--- src/sha256bh_pkg.sv ---
// ----------------------------------------------------------------------------
// sha256bh_pkg
// Shared types, constants and functions of the SHA-256 byte stream hasher.
// ----------------------------------------------------------------------------
`default_nettype none

package sha256bh_pkg;

    localparam logic OP_ABSORB = 1'b0;
    localparam logic OP_FINISH = 1'b1;

    localparam logic [7:0] PAD_BYTE = 8'h80;
    localparam logic [7:0] ZERO_BYTE = 8'h00;
    localparam logic [5:0] LEN_FILL = 6'd56;
    localparam logic [5:0] LAST_FILL = 6'd63;
    localparam logic [5:0] LAST_ROUND = 6'd63;
    localparam logic [1:0] LAST_INDEX = 2'd3;
    localparam logic [63:0] BITS_PER_BYTE = 64'd8;

    typedef struct packed {
        logic       load_byte;
        logic [7:0] byte_val;
        logic       load_len;
        logic       step;
    } sched_ctrl_t;

    typedef struct packed {
        logic       start;
        logic       step;
        logic       fold;
        logic       init;
        logic [5:0] round;
    } round_ctrl_t;

    function automatic logic [31:0] ror32(input logic [31:0] x, input int unsigned n);
        ror32 = (x >> n) | (x << (32 - n));
    endfunction

    function automatic logic [31:0] small_sigma0(input logic [31:0] x);
        small_sigma0 = ror32(x, 7) ^ ror32(x, 18) ^ (x >> 3);
    endfunction

    function automatic logic [31:0] small_sigma1(input logic [31:0] x);
        small_sigma1 = ror32(x, 17) ^ ror32(x, 19) ^ (x >> 10);
    endfunction

    function automatic logic [31:0] big_sigma0(input logic [31:0] x);
        big_sigma0 = ror32(x, 2) ^ ror32(x, 13) ^ ror32(x, 22);
    endfunction

    function automatic logic [31:0] big_sigma1(input logic [31:0] x);
        big_sigma1 = ror32(x, 6) ^ ror32(x, 11) ^ ror32(x, 25);
    endfunction

    function automatic logic [31:0] h_init(input logic [2:0] idx);
        unique case (idx)
            3'd0: h_init = 32'h6a09e667;
            3'd1: h_init = 32'hbb67ae85;
            3'd2: h_init = 32'h3c6ef372;
            3'd3: h_init = 32'ha54ff53a;
            3'd4: h_init = 32'h510e527f;
            3'd5: h_init = 32'h9b05688c;
            3'd6: h_init = 32'h1f83d9ab;
            3'd7: h_init = 32'h5be0cd19;
        endcase
    endfunction

    function automatic logic [31:0] k_const(input logic [5:0] idx);
        unique case (idx)
            6'd0:  k_const = 32'h428a2f98;
            6'd1:  k_const = 32'h71374491;
            6'd2:  k_const = 32'hb5c0fbcf;
            6'd3:  k_const = 32'he9b5dba5;
            6'd4:  k_const = 32'h3956c25b;
            6'd5:  k_const = 32'h59f111f1;
            6'd6:  k_const = 32'h923f82a4;
            6'd7:  k_const = 32'hab1c5ed5;
            6'd8:  k_const = 32'hd807aa98;
            6'd9:  k_const = 32'h12835b01;
            6'd10: k_const = 32'h243185be;
            6'd11: k_const = 32'h550c7dc3;
            6'd12: k_const = 32'h72be5d74;
            6'd13: k_const = 32'h80deb1fe;
            6'd14: k_const = 32'h9bdc06a7;
            6'd15: k_const = 32'hc19bf174;
            6'd16: k_const = 32'he49b69c1;
            6'd17: k_const = 32'hefbe4786;
            6'd18: k_const = 32'h0fc19dc6;
            6'd19: k_const = 32'h240ca1cc;
            6'd20: k_const = 32'h2de92c6f;
            6'd21: k_const = 32'h4a7484aa;
            6'd22: k_const = 32'h5cb0a9dc;
            6'd23: k_const = 32'h76f988da;
            6'd24: k_const = 32'h983e5152;
            6'd25: k_const = 32'ha831c66d;
            6'd26: k_const = 32'hb00327c8;
            6'd27: k_const = 32'hbf597fc7;
            6'd28: k_const = 32'hc6e00bf3;
            6'd29: k_const = 32'hd5a79147;
            6'd30: k_const = 32'h06ca6351;
            6'd31: k_const = 32'h14292967;
            6'd32: k_const = 32'h27b70a85;
            6'd33: k_const = 32'h2e1b2138;
            6'd34: k_const = 32'h4d2c6dfc;
            6'd35: k_const = 32'h53380d13;
            6'd36: k_const = 32'h650a7354;
            6'd37: k_const = 32'h766a0abb;
            6'd38: k_const = 32'h81c2c92e;
            6'd39: k_const = 32'h92722c85;
            6'd40: k_const = 32'ha2bfe8a1;
            6'd41: k_const = 32'ha81a664b;
            6'd42: k_const = 32'hc24b8b70;
            6'd43: k_const = 32'hc76c51a3;
            6'd44: k_const = 32'hd192e819;
            6'd45: k_const = 32'hd6990624;
            6'd46: k_const = 32'hf40e3585;
            6'd47: k_const = 32'h106aa070;
            6'd48: k_const = 32'h19a4c116;
            6'd49: k_const = 32'h1e376c08;
            6'd50: k_const = 32'h2748774c;
            6'd51: k_const = 32'h34b0bcb5;
            6'd52: k_const = 32'h391c0cb3;
            6'd53: k_const = 32'h4ed8aa4a;
            6'd54: k_const = 32'h5b9cca4f;
            6'd55: k_const = 32'h682e6ff3;
            6'd56: k_const = 32'h748f82ee;
            6'd57: k_const = 32'h78a5636f;
            6'd58: k_const = 32'h84c87814;
            6'd59: k_const = 32'h8cc70208;
            6'd60: k_const = 32'h90befffa;
            6'd61: k_const = 32'ha4506ceb;
            6'd62: k_const = 32'hbef9a3f7;
            6'd63: k_const = 32'hc67178f2;
        endcase
    endfunction

endpackage

`default_nettype wire

--- src/sha256bh_sched.sv ---
// ----------------------------------------------------------------------------
// sha256bh_sched
// Block buffer and message schedule: bytes shift in, then a sixteen-word
// window slides one word per round.
// ----------------------------------------------------------------------------
`default_nettype none

module sha256bh_sched (
    input  wire logic                      clk,
    input  wire sha256bh_pkg::sched_ctrl_t ctrl,
    input  wire logic [63:0]               msg_len,
    output logic [31:0]                    w_cur
);
    import sha256bh_pkg::*;

    logic [511:0] blk_reg;
    logic [511:0] blk_next;
    logic [31:0]  w_new;

    assign w_cur = blk_reg[511:480];
    assign w_new = small_sigma1(blk_reg[63:32]) + blk_reg[223:192]
                 + small_sigma0(blk_reg[479:448]) + blk_reg[511:480];

    always_comb
    begin
        priority if (ctrl.load_byte)
        begin
            blk_next = {blk_reg[503:0], ctrl.byte_val};
        end
        else if (ctrl.load_len)
        begin
            blk_next = {blk_reg[447:0], msg_len};
        end
        else if (ctrl.step)
        begin
            blk_next = {blk_reg[479:0], w_new};
        end
        else
        begin
            blk_next = blk_reg;
        end
    end

    always_ff @(posedge clk)
    begin
        blk_reg <= blk_next;
    end

endmodule

`default_nettype wire

--- src/sha256bh_round.sv ---
// ----------------------------------------------------------------------------
// sha256bh_round
// Shared compression round and the eight chaining words.
// ----------------------------------------------------------------------------
`default_nettype none

module sha256bh_round (
    input  wire logic                      clk,
    input  wire logic                      rst_n,
    input  wire sha256bh_pkg::round_ctrl_t ctrl,
    input  wire logic [31:0]               w_cur,
    output logic [7:0][31:0]               chain
);
    import sha256bh_pkg::*;

    logic [7:0][31:0] chain_reg;
    logic [7:0][31:0] chain_next;
    logic [7:0][31:0] chain_init;
    logic [7:0][31:0] v_reg;
    logic [7:0][31:0] v_next;
    logic [31:0]      t1;
    logic [31:0]      t2;
    logic [31:0]      ch;
    logic [31:0]      maj;

    assign chain = chain_reg;

    assign ch  = (v_reg[4] & v_reg[5]) ^ (~v_reg[4] & v_reg[6]);
    assign maj = (v_reg[0] & v_reg[1]) ^ (v_reg[0] & v_reg[2]) ^ (v_reg[1] & v_reg[2]);
    assign t1  = v_reg[7] + big_sigma1(v_reg[4]) + ch + k_const(ctrl.round) + w_cur;
    assign t2  = big_sigma0(v_reg[0]) + maj;

    always_comb
    begin
        for (int i = 0; i < 8; i++)
        begin
            chain_init[i] = h_init(3'(i));
        end
    end

    always_comb
    begin
        priority if (ctrl.start)
        begin
            v_next = chain_reg;
        end
        else if (ctrl.step)
        begin
            v_next = {v_reg[6], v_reg[5], v_reg[4], v_reg[3] + t1,
                      v_reg[2], v_reg[1], v_reg[0], t1 + t2};
        end
        else
        begin
            v_next = v_reg;
        end
    end

    always_comb
    begin
        priority if (ctrl.init)
        begin
            chain_next = chain_init;
        end
        else if (ctrl.fold)
        begin
            for (int i = 0; i < 8; i++)
            begin
                chain_next[i] = chain_reg[i] + v_reg[i];
            end
        end
        else
        begin
            chain_next = chain_reg;
        end
    end

    always_ff @(posedge clk)
    begin
        v_reg <= v_next;
    end

    always_ff @(posedge clk or negedge rst_n)
    begin
        if (!rst_n)
        begin
            chain_reg <= chain_init;
        end
        else
        begin
            chain_reg <= chain_next;
        end
    end

endmodule

`default_nettype wire

--- src/sha256_byte_stream_hasher.sv ---
// ----------------------------------------------------------------------------
// sha256_byte_stream_hasher
// SHA-256 over a byte stream, digest out as four 64-bit big-endian words.
// ----------------------------------------------------------------------------
// An absorb word is accepted whenever the block is idle. Every 64th byte then
// holds the input while the block runs 64 rounds through the one shared round
// unit and then folds the result into the chaining words. A finish word appends
// 0x80, then zero bytes one per cycle up to byte 56, loads the bit length and
// compresses; with more than 55 bytes buffered a second block, with its zero
// fill, comes first. The four digest words follow, one per accepted output
// cycle, and the block returns to its initial state.
`default_nettype none

module sha256_byte_stream_hasher (
    input  wire logic        clk,
    input  wire logic        rst_n,
    input  wire logic        s_axis_tvalid,
    output logic             s_axis_tready,
    input  wire logic [7:0]  s_axis_tdata,   // data_byte[7:0]
    input  wire logic [0:0]  s_axis_tuser,   // operation[0]
    output logic             m_axis_tvalid,
    input  wire logic        m_axis_tready,
    output logic [63:0]      m_axis_tdata,   // digest_word[63:0]
    output logic [1:0]       m_axis_tuser,   // word_index[1:0]
    output logic             m_axis_tlast
);
    import sha256bh_pkg::*;

    typedef enum logic [2:0] {
        ST_IDLE,
        ST_PAD,
        ST_ROUNDS,
        ST_FOLD,
        ST_EMIT
    } state_t;

    state_t           state_reg;
    state_t           state_next;
    logic [5:0]       fill_reg;
    logic [5:0]       fill_next;
    logic [63:0]      bits_reg;
    logic [63:0]      bits_next;
    logic [5:0]       rnd_reg;
    logic [5:0]       rnd_next;
    logic [1:0]       idx_reg;
    logic [1:0]       idx_next;
    logic             final_reg;
    logic             final_next;
    logic             padding_reg;
    logic             padding_next;
    logic             in_acc;
    sched_ctrl_t      sc;
    round_ctrl_t      rc;
    logic [31:0]      w_cur;
    logic [7:0][31:0] chain;

    assign in_acc        = s_axis_tvalid && s_axis_tready;
    assign s_axis_tready = (state_reg == ST_IDLE);
    assign m_axis_tvalid = (state_reg == ST_EMIT);
    assign m_axis_tdata  = {chain[{idx_reg, 1'b0}], chain[{idx_reg, 1'b1}]};
    assign m_axis_tuser  = idx_reg;
    assign m_axis_tlast  = (idx_reg == LAST_INDEX);

    always_comb
    begin
        state_next   = state_reg;
        fill_next    = fill_reg;
        bits_next    = bits_reg;
        rnd_next     = rnd_reg;
        idx_next     = idx_reg;
        final_next   = final_reg;
        padding_next = padding_reg;
        sc           = '0;
        rc           = '0;
        rc.round     = rnd_reg;

        unique case (state_reg)
            ST_IDLE:
            begin
                if (in_acc)
                begin
                    sc.load_byte = 1'b1;
                    fill_next    = fill_reg + 6'd1;
                    if (s_axis_tuser[0] == OP_ABSORB)
                    begin
                        sc.byte_val = s_axis_tdata;
                        bits_next   = bits_reg + BITS_PER_BYTE;
                    end
                    else
                    begin
                        sc.byte_val  = PAD_BYTE;
                        padding_next = 1'b1;
                    end
                    priority if (fill_reg == LAST_FILL)
                    begin
                        state_next = ST_ROUNDS;
                        rc.start   = 1'b1;
                        rnd_next   = '0;
                    end
                    else if (s_axis_tuser[0] == OP_FINISH)
                    begin
                        state_next = ST_PAD;
                    end
                    else
                    begin
                        state_next = ST_IDLE;
                    end
                end
            end
            ST_PAD:
            begin
                if (fill_reg == LEN_FILL)
                begin
                    sc.load_len = 1'b1;
                    final_next  = 1'b1;
                    fill_next   = '0;
                    state_next  = ST_ROUNDS;
                    rc.start    = 1'b1;
                    rnd_next    = '0;
                end
                else
                begin
                    sc.load_byte = 1'b1;
                    sc.byte_val  = ZERO_BYTE;
                    fill_next    = fill_reg + 6'd1;
                    if (fill_reg == LAST_FILL)
                    begin
                        state_next = ST_ROUNDS;
                        rc.start   = 1'b1;
                        rnd_next   = '0;
                    end
                end
            end
            ST_ROUNDS:
            begin
                sc.step  = 1'b1;
                rc.step  = 1'b1;
                rnd_next = rnd_reg + 6'd1;
                if (rnd_reg == LAST_ROUND)
                begin
                    state_next = ST_FOLD;
                end
            end
            ST_FOLD:
            begin
                rc.fold = 1'b1;
                priority if (final_reg)
                begin
                    state_next = ST_EMIT;
                    idx_next   = '0;
                end
                else if (padding_reg)
                begin
                    state_next = ST_PAD;
                end
                else
                begin
                    state_next = ST_IDLE;
                end
            end
            ST_EMIT:
            begin
                if (m_axis_tready)
                begin
                    idx_next = idx_reg + 2'd1;
                    if (idx_reg == LAST_INDEX)
                    begin
                        rc.init      = 1'b1;
                        bits_next    = '0;
                        fill_next    = '0;
                        final_next   = 1'b0;
                        padding_next = 1'b0;
                        state_next   = ST_IDLE;
                    end
                end
            end
            default:
            begin
                state_next = ST_IDLE;
            end
        endcase
    end

    always_ff @(posedge clk or negedge rst_n)
    begin
        if (!rst_n)
        begin
            state_reg   <= ST_IDLE;
            fill_reg    <= '0;
            bits_reg    <= '0;
            rnd_reg     <= '0;
            idx_reg     <= '0;
            final_reg   <= 1'b0;
            padding_reg <= 1'b0;
        end
        else
        begin
            state_reg   <= state_next;
            fill_reg    <= fill_next;
            bits_reg    <= bits_next;
            rnd_reg     <= rnd_next;
            idx_reg     <= idx_next;
            final_reg   <= final_next;
            padding_reg <= padding_next;
        end
    end

    sha256bh_sched u_sched (
        .clk     (clk),
        .ctrl    (sc),
        .msg_len (bits_reg),
        .w_cur   (w_cur)
    );

    sha256bh_round u_round (
        .clk   (clk),
        .rst_n (rst_n),
        .ctrl  (rc),
        .w_cur (w_cur),
        .chain (chain)
    );

`ifndef SYNTHESIS
    a_ready_excludes_valid: assert property (@(posedge clk) disable iff (!rst_n)
        s_axis_tready |-> !m_axis_tvalid)
        else $error("input ready while digest word pending");

    a_last_word_returns_idle: assert property (@(posedge clk) disable iff (!rst_n)
        m_axis_tvalid && m_axis_tready && m_axis_tlast |=> s_axis_tready && fill_reg == '0)
        else $error("block not cleared after final digest word");

    a_round_count_to_fold: assert property (@(posedge clk) disable iff (!rst_n)
        state_reg == ST_ROUNDS && rnd_reg == LAST_ROUND |=> state_reg == ST_FOLD)
        else $error("compression did not fold after last round");

    a_sched_single_op: assert property (@(posedge clk) disable iff (!rst_n)
        $onehot0({sc.load_byte, sc.load_len, sc.step}))
        else $error("conflicting block buffer operations");

    a_start_only_on_entry: assert property (@(posedge clk) disable iff (!rst_n)
        rc.start |=> state_reg == ST_ROUNDS && rnd_reg == '0)
        else $error("round start without round sequence");
`endif

endmodule

`default_nettype wire

--- config.mk ---
export PLATFORM = sky130hd
export DESIGN_NAME = sha256_byte_stream_hasher
export DESIGN_NICKNAME = d
export VERILOG_FILES = /design/src/sha256bh_pkg.sv /design/src/sha256bh_sched.sv /design/src/sha256bh_round.sv /design/src/sha256_byte_stream_hasher.sv
export SDC_FILE = /design/constraint.sdc
export NUM_CORES = 2
export LEC_CHECK = 0
export ABC_AREA = 1
export ABC_CLOCK_PERIOD_IN_PS = 13500
export BUFFER_PORTS_ARGS = -buffer_cell sky130_fd_sc_hd__buf_2
export CAP_MARGIN = 20
export CORE_UTILIZATION = 55
export CTS_CLUSTER_SIZE = 10
export DETAILED_ROUTE_END_ITERATION = 12
export PLACE_DENSITY_LB_ADDON = 0.12
export SYNTH_ARGS = -nofsm -noshare
export SYNTH_HDL_FRONTEND = slang
export SYNTH_SLANG_ARGS = --single-unit
--- constraint.sdc ---
create_clock -name clk -period 13.5 [get_ports clk]
set_input_delay 2.7 -clock clk [delete_from_list [all_inputs] [get_ports clk]]
set_output_delay 2.7 -clock clk [all_outputs]
set_load 0.1 [all_outputs]
==> results by group <==
Synthesis
  • Yosys cell types: 65
  • Synth top area share: 27.1%
  • Area leader, netlist: edfxtp_1
  • Primary FF master, synth: edfxtp_1
  • Synthesized cell area: roughly 0.085 sq mm
  • Seq/Total Area, Yosys: 37.2%
  • Synth top area cells: edfxtp_1, nand2_1, o21ai_0
  • Avg Inst Size Synth: 7.59 sq um
  • Syn Inst Count: roughly 11000
  • Number of synthesized register bits: ~1100
  • Asr flop ratio synth: between 30% and 40%
  • Synth warnings: 0
  • Post-synth EDFFs: 768
  • Syn_nets: between 10000 and 15000

Setup path
  • Slowest CP cell: dfrtp_1
  • Critical Path AT: 10120 ps
  • Slowest cell delay on critical path: around 700 ps
  • Crit end category: flop
  • Flop2flop setup slack: approximately 4000 ps
  • Critical Path Sink: u_round.v_reg[24]
  • R2R Path End: u_round.v_reg[24]
  • RR Startpoint: rnd_reg[1]
  • CP delay by family, top: adder cells
  • Setup CP Type: flop to flop
  • Worst Setup Start Kind: flop
  • CP Launch Point: rnd_reg[1]
  • Crit path depth: 35
  • Critical Path Fanout Max: 13
  • R2R depth: 35
  • CP bufs+invs: 6
  • Crit path required time: 14080 ps

Detailed routing
  • Initial DRC count: about 12000
  • Drt total wl: approximately 380000 microns
  • Wire per inst: 28.8 microns
  • DRC: 1
  • Vias per Instance: 6.44
  • DR pass1 iterations: 11
  • Via count: about 85000
  • ANT nets after route: 0

Place
  • IO buf count: a little over 80
  • GPL Wtd Cong: 1.13
  • Post-DP HPWL: between 200000 and 300000 microns
  • Cell Count Post-Placement: around 13000

Cells and area
  • Fill cell count: around 14000
  • Final Non-Filler Cells: 13100
  • Final Net Count: 11600
  • Max reg flops: roughly 510
  • Fraction of layout cells with a size suffix above 1: 4.76%
  • Commonest non-fill, non-tap cell in the layout: nand2_1
  • Synthesis-to-finish area growth: 7.01%
  • Most frequent cells in the layout: nand2_1, inv_1, o21ai_0

Outcome
  • Failing checks: DRC
  • Status: finished with violations

CTS
  • Worst-path clk slew: around 60 ps
  • Post-CTS Setup Inserts: 0
  • CTS Sinks: 1104
  • Max Root-Sink Buffers: 3
  • CTS tree: yes
  • Clk_lat worst skew: slightly above 800 ps
  • Total CTS buffers: about 140
  • CTS hold repair buffers: 0
  • CTS root buffer: clkbuf_16
  • Resize count post-CTS: 0
  • H-tree depth: 4

GRT
  • Initial antenna violation count: 20
  • Gr ovfl total: 0
  • GR Util met3: 10.8%
  • First-pass GRT wire length: between 500000 and 600000 microns
  • GRT Max-Usage Layer: met2
  • Total GRT Usage: a little under half
  • Largest net degree at the start of global routing: 277
  • Number of global-route vias before repair: 79300
  • Grt met1 use: between 50% and 60%
  • Met2 usage: between 70 and 80%

Die
  • Full die area: 0.156 sq mm
  • Starting Density: a little under three fifths
  • Die X: 395 microns
  • IO Count: between 80 and 90
  • Site Rows: approximately 140
  • Core Area: roughly 0.15 sq mm
  • Die Ht: just under 400 microns

STA
  • RSZ-0062 raised after global routing: no
  • Post-route clock period utilization: between 70% and 80%
  • Post-Route Setup TNS: 0 ps
  • Hold slack final: between 500 and 600 ps
  • Slew margin rel.: ~6.7%
  • F_max: roughly 0.10 GHz
  • Post-route clock skew: roughly 62 ps
  • Count of final hold-check violations: 0
  • Setup-failing EPs final: 0
  • Slew @ Worst Pin: around 1400 ps
  • Final min period: ~9500 ps
  • Fin. max-slew vios: 0

Flow run
  • Maxcap violations: 0

Hold path
  • Hold WC Path Type: flop to flop
==> layout make-up <==
class,count,area (sq um),share of cell area (%)
Sequential cell,1104,31600,34.8
Clock inverter,38,691,0.759
Tap cell,2030,2540,2.79
Inverter,1412,5350,5.88
Timing Repair Buffer,141,986,1.08
Multi-Input combinational cell,8182,46000,50.5
Clock buffer,211,3810,4.18
Antenna cell,9,22.5,0.0247
==> per-layer routing <==
metal	vias to the layer above	part of all wire [%]
li1	37300	-
met1	39900	34
met2	5765	43
met3	1613	10
met4	16	12
met5	-	0.031
==> metrics by stage <==
| stage | worst slack (ps) | utilization (%) | area [sq um] |
|---|---|---|---|
| 2_1_floorplan | 2340 | - | 85100 |
| 3_3_place_gp | 4250 | 56.6 | 86500 |
| 3_5_place_dp | 4260 | 56.6 | 86500 |
| 4_1_cts | 4250 | 59.6 | 91000 |
| 5_1_grt | 3490 | 59.6 | 91000 |
| 6_report | 3950 | 59.6 | 91000 |
==> worst min-delay path by stage <==
stage / from / to / slack, ps / cells past startpoint
global route: u_round.chain[220] / u_round.chain[220] / 540 / 2
global placement: u_round.chain[220] / u_round.chain[220] / 490 / 2
CTS: u_round.chain[128] / u_round.chain[128] / 500 / 2
floorplan: u_round.chain[220] / u_round.chain[220] / 460 / 2
finish: u_round.chain[128] / u_round.chain[128] / 510 / 2
detailed placement: u_round.chain[128] / u_round.chain[128] / 490 / 2
==> worst register-to-register path, delay by kind of cell, from the launching register on <==
kind	cells	cell delay [ps]
buffers and inverters	6	810
AOI/OAI and AO/OA	6	1720
xor gates and xnor gates	2	680
and+or+nand+nor	13	1800
adders and majority gates	8	3620
DFF	1	700
==> cell usage after synthesis, types with 10 or more instances <==
cell	number
a21boi_0	25
a21o_1	57
a21oi_1	1101
a31oi_1	61
buf_1	28
buf_2	166
clkbuf_1	316
dfrtp_1	200
dfstp_2	136
edfxtp_1	768
fa_1	195
ha_1	397
inv_1	1400
inv_2	10
maj3_1	20
nand2_1	2216
nand3_1	393
nand3b_1	17
nand4_1	109
nor2_1	1015
nor3_1	112
nor4_1	19
o211ai_1	33
o21a_1	32
o21ai_0	1287
o21ai_1	307
o21bai_1	53
o221ai_1	19
o22ai_1	142
o31ai_1	29
or2_2	29
xnor2_1	168
xor2_1	249
==> logic make-up (layout without fill, tap and decap cells) <==
group	Yosys count	count (layout)	share of synthesized area, %
fa+ha+maj	612	612	10.7
compound gates	3204	3204	20.1
flops	1104	1104	37.2
other cells	0	9	0
simple gates	3949	3949	18.9
xor+xnor	417	417	4.29
buf+inv	1929	1802	8.79
Power is left out: the tool's default activity adds up to more than one toggle a clock period on the data nets, which glitch-free logic cannot reach.
